===== config.mk =====
export PLATFORM = sky130hd
export DESIGN_NAME = utf8_decode_replace
export DESIGN_NICKNAME = d
export VERILOG_FILES = /design/src/rtl/u8dr_pkg.sv /design/src/rtl/u8dr_front.sv /design/src/rtl/u8dr_queue.sv /design/src/rtl/u8dr_back.sv /design/src/rtl/utf8_decode_replace.sv
export SDC_FILE = /design/constraint.sdc
export NUM_CORES = 1
export LEC_CHECK = 0
export ABC_AREA = 1
export BUFFER_PORTS_ARGS = -buffer_cell sky130_fd_sc_hd__buf_2
export CAP_MARGIN = 20
export CELL_PAD_IN_SITES_DETAIL_PLACEMENT = 1
export CELL_PAD_IN_SITES_GLOBAL_PLACEMENT = 2
export CORE_UTILIZATION = 46
export CTS_BUF_LIST = sky130_fd_sc_hd__clkbuf_8
export DETAILED_ROUTE_END_ITERATION = 7
export GPL_ROUTABILITY_DRIVEN = 0
export HOLD_SLACK_MARGIN = 0.02
export PLACE_DENSITY = 0.89
export SLEW_MARGIN = 20
export SYNTH_ARGS = -nofsm -noshare
export SYNTH_HDL_FRONTEND = slang
export SYNTH_SLANG_ARGS = --single-unit

===== constraint.sdc =====
create_clock -name clock -period 7.2 [get_ports clock]
set_clock_uncertainty 0.1 [all_clocks]
set_input_delay 1.44 -clock clock [delete_from_list [all_inputs] [get_ports clock]]
set_output_delay 1.44 -clock clock [all_outputs]
set_load 0.02 [all_outputs]

===== src/rtl/u8dr_pkg.sv =====
// Shared types and constants for the UTF-8 decoder with replacement character.
package u8dr_pkg;

   localparam int ByteWidth = 8;
   localparam int CodeWidth = 21;
   localparam int CountWidth = 2;
   localparam int RspDataWidth = 24;   // codepoint padded to whole bytes
   localparam int DefaultQueueDepth = 4;

   localparam logic [CodeWidth-1:0] ReplCode = 21'h00FFFD;

   // req_tuser codes
   localparam logic ActDecode = 1'b0;
   localparam logic ActEnd = 1'b1;

   // Work for the back end: n_repl replacement results, then an optional tail result.
   typedef struct packed {
      logic [CountWidth-1:0] n_repl;
      logic                  has_tail;
      logic [CodeWidth-1:0]  tail_code;
      logic                  tail_repl;
   } job_type;

endpackage


===== src/rtl/u8dr_front.sv =====
// Front end: takes byte transfers, tracks the open sequence and issues jobs.
module u8dr_front (
   input  logic                        clock,
   input  logic                        reset,
   input  logic                        in_valid,
   input  logic                        in_action,
   input  logic [u8dr_pkg::ByteWidth-1:0] in_byte,
   input  logic                        q_full,
   output logic                        in_ready,
   output logic                        push,
   output u8dr_pkg::job_type           job
);

   logic [u8dr_pkg::CountWidth-1:0] expected_ff, expected_in;
   logic [u8dr_pkg::CountWidth-1:0] taken_ff, taken_in;
   logic [u8dr_pkg::CodeWidth-1:0]  acc_ff, acc_in;
   logic                            accept;
   logic                            is_cont;
   logic [u8dr_pkg::CountWidth-1:0] taken_inc;
   logic [u8dr_pkg::CodeWidth-1:0]  acc_shift;

   assign in_ready = !q_full;
   assign accept = in_valid && in_ready;
   assign is_cont = (in_byte[7:6] == 2'b10);
   assign taken_inc = taken_ff + 2'd1;
   assign acc_shift = {acc_ff[u8dr_pkg::CodeWidth-7:0], in_byte[5:0]};

   always_comb begin
      expected_in = expected_ff;
      taken_in = taken_ff;
      acc_in = acc_ff;
      job.n_repl = '0;
      job.has_tail = 1'b0;
      job.tail_code = {{(u8dr_pkg::CodeWidth-u8dr_pkg::ByteWidth){1'b0}}, in_byte};
      job.tail_repl = 1'b0;
      if (in_action == u8dr_pkg::ActEnd) begin
         if (expected_ff != '0) begin
            job.n_repl = taken_inc;
            expected_in = '0;
            taken_in = '0;
            acc_in = '0;
         end
      end else if (expected_ff != '0 && is_cont) begin
         if (taken_inc >= expected_ff) begin
            job.has_tail = 1'b1;
            job.tail_code = acc_shift;
            expected_in = '0;
            taken_in = '0;
            acc_in = '0;
         end else begin
            taken_in = taken_inc;
            acc_in = acc_shift;
         end
      end else begin
         // broken sequence: lead plus taken continuations become replacements
         if (expected_ff != '0) begin
            job.n_repl = taken_inc;
            expected_in = '0;
            taken_in = '0;
            acc_in = '0;
         end
         priority if (!in_byte[7]) begin
            job.has_tail = 1'b1;
         end else if (in_byte[7:5] == 3'b110) begin
            acc_in = {{(u8dr_pkg::CodeWidth-5){1'b0}}, in_byte[4:0]};
            expected_in = 2'd1;
            taken_in = '0;
         end else if (in_byte[7:4] == 4'b1110) begin
            acc_in = {{(u8dr_pkg::CodeWidth-4){1'b0}}, in_byte[3:0]};
            expected_in = 2'd2;
            taken_in = '0;
         end else if (in_byte[7:3] == 5'b11110) begin
            acc_in = {{(u8dr_pkg::CodeWidth-3){1'b0}}, in_byte[2:0]};
            expected_in = 2'd3;
            taken_in = '0;
         end else begin
            // stray continuation or 0xF8 and above
            job.has_tail = 1'b1;
            job.tail_code = u8dr_pkg::ReplCode;
            job.tail_repl = 1'b1;
         end
      end
   end

   assign push = accept && (job.n_repl != '0 || job.has_tail);

   always_ff @(posedge clock) begin
      if (reset) begin
         expected_ff <= '0;
         taken_ff <= '0;
         acc_ff <= '0;
      end else if (accept) begin
         expected_ff <= expected_in;
         taken_ff <= taken_in;
         acc_ff <= acc_in;
      end
   end

endmodule


===== src/rtl/u8dr_queue.sv =====
// Job queue between front and back end, register based.
module u8dr_queue #(
   parameter int Depth = u8dr_pkg::DefaultQueueDepth
) (
   input  logic              clock,
   input  logic              reset,
   input  logic              push,
   input  u8dr_pkg::job_type push_job,
   input  logic              pop,
   output logic              full,
   output logic              head_valid,
   output u8dr_pkg::job_type head_job
);

   localparam int PtrWidth = (Depth > 1) ? $clog2(Depth) : 1;
   localparam int CntWidth = $clog2(Depth + 1);
   localparam logic [PtrWidth-1:0] LastPtr = PtrWidth'(Depth - 1);
   localparam logic [CntWidth-1:0] FullCount = CntWidth'(Depth);
   localparam logic [PtrWidth-1:0] PtrStep = PtrWidth'(1);
   localparam logic [CntWidth-1:0] CntStep = CntWidth'(1);

   u8dr_pkg::job_type          slot_ff [Depth];
   logic [PtrWidth-1:0]        wr_ptr_ff, rd_ptr_ff;
   logic [CntWidth-1:0]        count_ff;
   logic                       do_push, do_pop;

   assign full = (count_ff == FullCount);
   assign head_valid = (count_ff != '0);
   assign head_job = slot_ff[rd_ptr_ff];
   assign do_push = push && !full;
   assign do_pop = pop && head_valid;

   always_ff @(posedge clock) begin
      if (do_push) slot_ff[wr_ptr_ff] <= push_job;
   end

   always_ff @(posedge clock) begin
      if (reset) begin
         wr_ptr_ff <= '0;
         rd_ptr_ff <= '0;
         count_ff <= '0;
      end else begin
         if (do_push) wr_ptr_ff <= (wr_ptr_ff == LastPtr) ? '0 : wr_ptr_ff + PtrStep;
         if (do_pop) rd_ptr_ff <= (rd_ptr_ff == LastPtr) ? '0 : rd_ptr_ff + PtrStep;
         if (do_push && !do_pop) count_ff <= count_ff + CntStep;
         else if (!do_push && do_pop) count_ff <= count_ff - CntStep;
      end
   end

endmodule


===== src/rtl/u8dr_back.sv =====
// Back end: expands each job into result transfers through an output register.
module u8dr_back (
   input  logic                           clock,
   input  logic                           reset,
   input  logic                           head_valid,
   input  u8dr_pkg::job_type              head_job,
   output logic                           pop,
   input  logic                           out_ready,
   output logic                           out_valid,
   output logic [u8dr_pkg::CodeWidth-1:0] out_code,
   output logic                           out_repl,
   output logic                           out_last
);

   logic                            valid_ff;
   logic [u8dr_pkg::CodeWidth-1:0]  code_ff, code_in;
   logic                            repl_ff, repl_in;
   logic                            last_ff, last_in;
   logic [u8dr_pkg::CountWidth-1:0] idx_ff;
   logic                            load;

   assign load = head_valid && (!valid_ff || out_ready);

   always_comb begin
      if (idx_ff < head_job.n_repl) begin
         code_in = u8dr_pkg::ReplCode;
         repl_in = 1'b1;
         last_in = (idx_ff == head_job.n_repl - 2'd1) && !head_job.has_tail;
      end else begin
         code_in = head_job.tail_code;
         repl_in = head_job.tail_repl;
         last_in = 1'b1;
      end
   end

   assign pop = load && last_in;

   always_ff @(posedge clock) begin
      if (reset) begin
         valid_ff <= 1'b0;
         idx_ff <= '0;
      end else begin
         if (load) valid_ff <= 1'b1;
         else if (out_ready) valid_ff <= 1'b0;
         if (load) idx_ff <= last_in ? '0 : idx_ff + 2'd1;
      end
   end

   always_ff @(posedge clock) begin
      if (load) begin
         code_ff <= code_in;
         repl_ff <= repl_in;
         last_ff <= last_in;
      end
   end

   assign out_valid = valid_ff;
   assign out_code = code_ff;
   assign out_repl = repl_ff;
   assign out_last = last_ff;

endmodule


===== src/rtl/utf8_decode_replace.sv =====
// Top level of the streaming UTF-8 decoder with replacement character.
//
// Input stream (req_): one byte per transfer in req_tdata; req_tuser is the
// action, low to decode the byte, high for end of stream (flushes an open
// sequence as U+FFFD results, byte ignored).
// Result stream (rsp_): one codepoint per transfer in rsp_tdata[20:0];
// rsp_tuser marks a replacement for invalid input, rsp_tlast marks the final
// result caused by one input transfer. A byte may give 0 to 4 results.
// Throughput: one input transfer per cycle while the job queue has room; the
// back end issues one result per cycle while the receiver takes them, so a
// job of k results occupies it until all k are taken. A result reaches rsp_
// through the queue slot (written at the input edge), then the output register.
// Reset clears the open sequence, empties the queue and drops rsp_tvalid.
// A stalled receiver holds the output register; the queue absorbs up to
// QueueDepth further jobs, then req_tready falls until space frees up.
module utf8_decode_replace #(
   parameter int QueueDepth = u8dr_pkg::DefaultQueueDepth
) (
   input  logic                              clock,
   input  logic                              reset,
   input  logic                              req_tvalid,
   output logic                              req_tready,
   input  logic [u8dr_pkg::ByteWidth-1:0]    req_tdata,  // [7:0] byte_value
   input  logic                              req_tuser,  // [0] action
   output logic                              rsp_tvalid,
   input  logic                              rsp_tready,
   output logic [u8dr_pkg::RspDataWidth-1:0] rsp_tdata,  // [20:0] codepoint, rest zero
   output logic                              rsp_tuser,  // [0] is_replacement
   output logic                              rsp_tlast   // last_of_run
);

   u8dr_pkg::job_type              push_job, head_job;
   logic                           q_push, q_pop, q_full, q_valid;
   logic [u8dr_pkg::CodeWidth-1:0] rsp_code;

   // front: classify bytes, keep sequence state
   u8dr_front u_front (
      .clock     (clock),
      .reset     (reset),
      .in_valid  (req_tvalid),
      .in_action (req_tuser),
      .in_byte   (req_tdata),
      .q_full    (q_full),
      .in_ready  (req_tready),
      .push      (q_push),
      .job       (push_job)
   );

   // decoupling queue
   u8dr_queue #(
      .Depth (QueueDepth)
   ) u_queue (
      .clock      (clock),
      .reset      (reset),
      .push       (q_push),
      .push_job   (push_job),
      .pop        (q_pop),
      .full       (q_full),
      .head_valid (q_valid),
      .head_job   (head_job)
   );

   // back: one result transfer per cycle while rsp_tready allows
   u8dr_back u_back (
      .clock      (clock),
      .reset      (reset),
      .head_valid (q_valid),
      .head_job   (head_job),
      .pop        (q_pop),
      .out_ready  (rsp_tready),
      .out_valid  (rsp_tvalid),
      .out_code   (rsp_code),
      .out_repl   (rsp_tuser),
      .out_last   (rsp_tlast)
   );

   assign rsp_tdata = {{(u8dr_pkg::RspDataWidth-u8dr_pkg::CodeWidth){1'b0}}, rsp_code};

   // replacement results always carry U+FFFD
   a_repl_code : assert property (@(posedge clock) disable iff (reset)
      (rsp_tvalid && rsp_tuser) |-> (rsp_code == u8dr_pkg::ReplCode))
      else $error("replacement result without U+FFFD");

   // pending work with a free output slot must show up next cycle
   a_back_moves : assert property (@(posedge clock) disable iff (reset)
      (q_valid && (!rsp_tvalid || rsp_tready)) |=> rsp_tvalid)
      else $error("back end idle with queued work");

   // reset empties the output register
   a_reset_out : assert property (@(posedge clock)
      reset |=> !rsp_tvalid)
      else $error("result valid after reset");

   // front never pushes into a full queue
   a_no_overflow : assert property (@(posedge clock) disable iff (reset)
      q_push |-> !q_full)
      else $error("push into full queue");

endmodule

; After elaboration in Yosys (flattened, before gate mapping)
; Memories as Yosys holds them, arrays and structs flattened. A register that Yosys moved wholly into a read port is not among the register bits.
; Index checks and enable logic that the tools add are counted.
[totals]
regBits = 58
ramBits = 100
out_inout_bits = 28
memories = 1
[memory_table]
columns = memory, words, width, rd, rd_clocked_by_memory_dff, wr, line_no
row1 = u_queue.slot_ff, 4, 25, 1, 1, 1, u8dr_queue.sv:22  ; u8dr_pkg::job_type slot_ff [Depth];
[op_classes]
addsub = 7
order_cmp = 2
n_eq_ne = 9
n_mux = 48
n_reduce_logical = 23
[op_table]
columns = operator, n
row1 = 21-bit 2-to-1 mux, 8
row2 = 23-bit 2-to-1 mux, 4
row3 = 22-bit 2-to-1 mux, 3
row4 = 2-bit 2-to-1 mux, 24
row5 = 1-bit logical AND, 10
row6 = 2-bit by 1-bit adder with 2-bit output (second input constant), 4
row7 = 2-bit nonzero test, 4
row8 = 1-bit 2-to-1 mux, 7
row9 = 2-bit equality test (second input constant), 3
row10 = 3-bit equality test (second input constant), 2
row11 = 3-bit 2-to-1 mux, 2
row12 = 5-bit equality test (second input constant), 1
row13 = 1-bit zero test, 5
row14 = 4-bit equality test (second input constant), 1
row15 = 3-bit by 1-bit adder with 3-bit output (second input constant), 1
row16 = 3-bit != test (second input constant), 1
row17 = 3-bit nonzero test, 1
row18 = 3-bit by 1-bit subtractor with 3-bit output (second input constant), 1
row19 = 2-bit equality test, 1
row20 = 2-bit greater-or-equal comparator, 1
row21 = 1-bit logical OR, 2
row22 = 2-bit less-than comparator, 1
row23 = 2-bit AND reduction, 1
row24 = 2-bit by 1-bit subtractor with 2-bit output (second input constant), 1

; Longest topological paths before layout
[logic_depth]
depth_word = 14
ltp_mapped = 19
mapped_depth_nobuf = 17

; By module
; From an unflattened synthesis, not the netlist that was laid out.
[unflattened]
cells_unflattened = 592
area_unflattened_um2 = 6633.9
[modules_own_cells]
columns = module, n_inst, cells_each, area_each_um2, seq_area_each_um2
row1 = u8dr_queue, 1, 312, 4311.6, 3183.1
row2 = u8dr_front, 1, 189, 1207.4, 380.4
row3 = u8dr_back, 1, 87, 1088.5, 750.7
row4 = utf8_decode_replace, 1, 4, 26.3, 0.0

; Worst setup path after synthesis
; OpenSTA, ideal clock, no wires.
[synth_timing]
path_kind = input to register
start = in req_tdata[7] (netlist name)
end = mem u_queue.slot_ff[0][0] (netlist name), enable pin
setup_ns = 0.407
t_arrival_ns = 3.287
required_time_ns = 6.693
path_slack_ns = 3.406
cell_stages = 9
path_buffers = 0
path_cell_list = nand2_1 -> nor2_1 -> nand3_1 -> nand2_1 -> nor2_2 -> nand2_2 -> o22ai_2 -> nand2_1 -> nor2_1
[synth_between]
elab_chain_cells = 12
[synth_lines]
columns = item, line_no
row1 = from (decl), utf8_decode_replace.sv:23  ; input logic [u8dr_pkg::ByteWidth-1:0] req_tdata,
row2 = 5-bit equality test, u8dr_front.sv:72  ; end else if (in_byte[7:3] == 5'b11110) begin
row3 = 23-bit 2-to-1 mux, u8dr_front.sv:72
row4 = 23-bit 2-to-1 mux, u8dr_front.sv:68  ; end else if (in_byte[7:4] == 4'b1110) begin
row5 = 23-bit 2-to-1 mux, u8dr_front.sv:64  ; end else if (in_byte[7:5] == 3'b110) begin
row6 = 1-bit 2-to-1 mux, u8dr_front.sv:62  ; priority if (!in_byte[7]) begin
row7 = 22-bit 2-to-1 mux, u8dr_front.sv:43  ; end else if (expected_ff != '0 && is_cont) begin
row8 = 23-bit 2-to-1 mux, u8dr_front.sv:36  ; if (in_action == u8dr_pkg::ActEnd) begin
row9 = 1-bit logical OR *, u8dr_front.sv:85  ; assign push = accept && (job.n_repl != '0 || job.has_tail);
row10 = 1-bit logical AND *, u8dr_front.sv:85
row11 = 1-bit logical AND *, u8dr_queue.sv:30  ; assign do_push = push && !full;
row12 = 1-bit 2-to-1 mux *, u8dr_queue.sv:34  ; if (do_push) slot_ff[wr_ptr_ff] <= push_job;
row13 = 1-bit 2-to-1 mux (implied by the code) *, u8dr_queue.sv:34
row14 = to (decl), u8dr_queue.sv:22
; Mark *: on every way between the ends. The rest lies on a longest branch, timed or not.

==> impl_metrics.toml <==
[layout]
drive_above_1_share_pct = 19.29
insertedDiodeCount = 0
final_cell_mix = "edfxtp_1 (123), nor2_1 (83), inv_1 (50)"
final_net_count = 634
final_common_cell = "edfxtp_1"
fillers = 1474
ff_latch_area_mm2 = 0.004314
syn2layout_area_growth_pct = 11.08
multi_input_area_mm2 = 0.001856

[pwr]
p_per_area_mw_per_mm2 = 354.2
vdd.ir_drop.worst_v = 0.0001118
finalPower_mw = 2.559
power_frac_seq_pct = 46.0
p_int_mw = 1.682
p_leak_nw = 2.639
p_sw_mw = 0.8768
p_comb_share_pct = 28.8
pwr-share-clk_pct = 25.3
swShare_pct = 34.27

[routing]
wire_per_inst_um = 18.59
vias = 4346
drc = 0
firstDrtPassIters = 4
initialDrtViolationCount = 361
viasPerCell = 5.419
routed_wirelength_um = 14910
antenna_left = 0

[synth]
ys_ff_latch = 154
synthCells = 571
syn_area_mm2 = 0.006502
synth_edf_count = 123
synthFlopType = "edfxtp_1"
synth.distinct_cells = 36
synth-async-reset-ratio_pct = 0
ys.warnings.count = 0
avgSynthCellArea_um2 = 11.39
ys_seq_area_share_pct = 66.35

[sta]
fmax_mhz = 222.1
tns_ns = 0
max_slew.worst_pin.slew_ns = 0.9718
fin_crit_ns = 4.502
maxSlewViolCount = 0
timing.final.crit_share_pct = 62.53
hold_viol = 0
rsz0062_at_grt = "false"
slew-limit-headroom_pct = 34.39
setup_viol = 0

[clocking]
cts.path.max_buffers = 2
htree_levels = 4
cts_tree = "built"
cts_hold_buf = 0
cts-root-buf = "clkbuf_8"
clock-sinks = 154
clk_pin_slew_ns = 0.08
cts_made_buffers = 17
post-cts-setup-buffer-count = 0
cts_resized = 0
clk_latency_ns = 0.45

[global_route]
grt_start_max_net_pins = 56
grt_pass1_wl_um = 23840
grt.total_usage_pct = 22.31
grt_pass1_vias = 4436
antenna_found_initial = 0
overflow = 0

[worst_setup_path]
cp_max_fo = 55
cp-end-kind = "flip-flop"
cp.required_ns = 7.43
slowest_stage = "inv_2"
path_class = "reg -> reg"
start_kind = "flip-flop"
arrival_ns = 4.73
path_common_cell = "a21oi_1"
worst_path_largest_cell_delay_ns = 0.67
crit_chain = "buf_4 -> inv_2 -> nand2_1 -> nand3_1 -> o21ai_2 -> ha_1 -> a21oi_1 -> nand2_2 -> nand2_4 -> ha_1 -> inv_1 -> fa_1 -> a21oi_1 -> o21ai_0 -> o21ai_0 -> a21oi_1"

[floorplan]
io_pins = 41
fp.dieW_um = 120.9
core.rowCount = 43
core_area_mm2 = 0.01383
initial_core_util_pct = 47.03
die_h_um = 120.9
dieArea_mm2 = 0.01462

[outcome]
status = "completed"

[placed_design]
port_buffers = 37
place_hpwl_um = 9886

[worst_hold_path]
hp-class = "reg -> reg"

[run]
max-cap-violations = 0
worst max-delay path, delay by kind of cell (launching register included):
family	cells	cell delay, ns
AOI/OAI and AO/OA	6	1.30
DFF	1	0.31
and+or+nand+nor	4	0.66
buffers and inverters	3	1.04
adders and majority gates	3	0.92
cell usage after synthesis (all sizes together) (2+ instances only):
| master | instances | area [um2] |
|---|---|---|
| a31oi | 2 | 27.53 |
| nor2 | 91 | 351.6 |
| edfxtp | 123 | 3694 |
| o211ai | 32 | 240.2 |
| ha | 10 | 125.1 |
| nor3 | 2 | 21.27 |
| o21ai | 46 | 234.0 |
| inv | 55 | 206.5 |
| clkbuf | 11 | 41.29 |
| nand3 | 36 | 227.7 |
| buf | 14 | 98.84 |
| dfxtp | 31 | 620.6 |
| or2 | 18 | 112.6 |
| a21oi | 38 | 190.2 |
| nand2 | 54 | 240.2 |
layer usage:
| layer | part of all wire [%] | track usage [%] | vias up |
|---|---|---|---|
| li1 | - | - | 2061 |
| met1 | 43 | 28.37 | 2144 |
| met2 | 50 | 36.82 | 122 |
| met3 | 5.3 | 4.417 | 19 |
| met4 | 1.9 | 10.19 | 0 |
| met5 | 0 | 0 | - |
power by group through the flow:
stage / Combinational, mW / Clock (mW) / Sequential [mW]
final: 0.736 / 0.647 / 1.18
after global placement: 0.699 / 0 / 1.19
after detailed placement: 0.736 / 0 / 1.20
after floorplan: 0.434 / 0 / 1.27
after CTS: 0.746 / 0.658 / 1.18
after global routing: 0.816 / 0.694 / 1.19
cell type report:
cell class	instances	share of cell area, %
multi-input cells	338	25.69
clock inverters	14	2.131
flip-flops and latches	154	59.73
inverters	56	2.910
well taps	180	3.118
clock buffers	17	3.239
repair buffers	43	3.187
stage by stage:
| stage | setup slack, ns | area, um2 | cells | hold slack, ns | util (%) |
|---|---|---|---|---|---|
| detailed placement | 2.807 | 6835 | 771 | 0.3643 | 49.43 |
| global route | 2.358 | 7223 | 802 | 0.4080 | 52.24 |
| finish | 2.698 | 7223 | 802 | 0.3711 | 52.24 |
| global placement | 3.087 | 6835 | 771 | 0.3565 | 49.43 |
| floorplan | 3.406 | 6510 | 573 | 0.3436 | - |
| CTS | 2.707 | 7223 | 802 | 0.3756 | 52.24 |
path summary, 6_finish.rpt:
| check | cells past startpoint | startpoint | slack (ns) | end |
|---|---|---|---|---|
| worst min register to register | 2 | u_front.acc_ff[2] | 0.37 | u_front.acc_ff[8] |
| worst min-delay path | 2 | u_front.acc_ff[2] | 0.37 | u_front.acc_ff[8] |
| worst max-delay path | 16 | flip-flop | 2.70 | u_queue.count_ff[2] |
| worst max register to register | 16 | flip-flop | 2.70 | u_queue.count_ff[2] |
flip-flops by register name, summed over array words and instances, names as in the netlist, named ones only:
register	count
u_queue.slot_ff	100
u_back.out_code	21
u_front.acc_ff	15
u_queue.count_ff	3
u_back.idx_ff	2
u_front.expected_ff	2
u_front.taken_ff	2
u_queue.rd_ptr_ff	2
u_queue.wr_ptr_ff	2
u_back.out_last	1
u_back.out_repl	1
u_back.out_valid	1
logic make-up after synthesis:
family | count (synthesis) | share of synthesized area (%)
and+or+nand+nor | 202 | 14.76
DFF | 154 | 66.35
AOI/OAI and AO/OA | 121 | 11.08
buffers and inverters | 81 | 5.388
adders and majority gates | 11 | 2.232
xor gates and xnor gates | 1 | 0.1347
other | 1 | 0.05767
No activity file was read; power rests on OpenSTA's default activity.
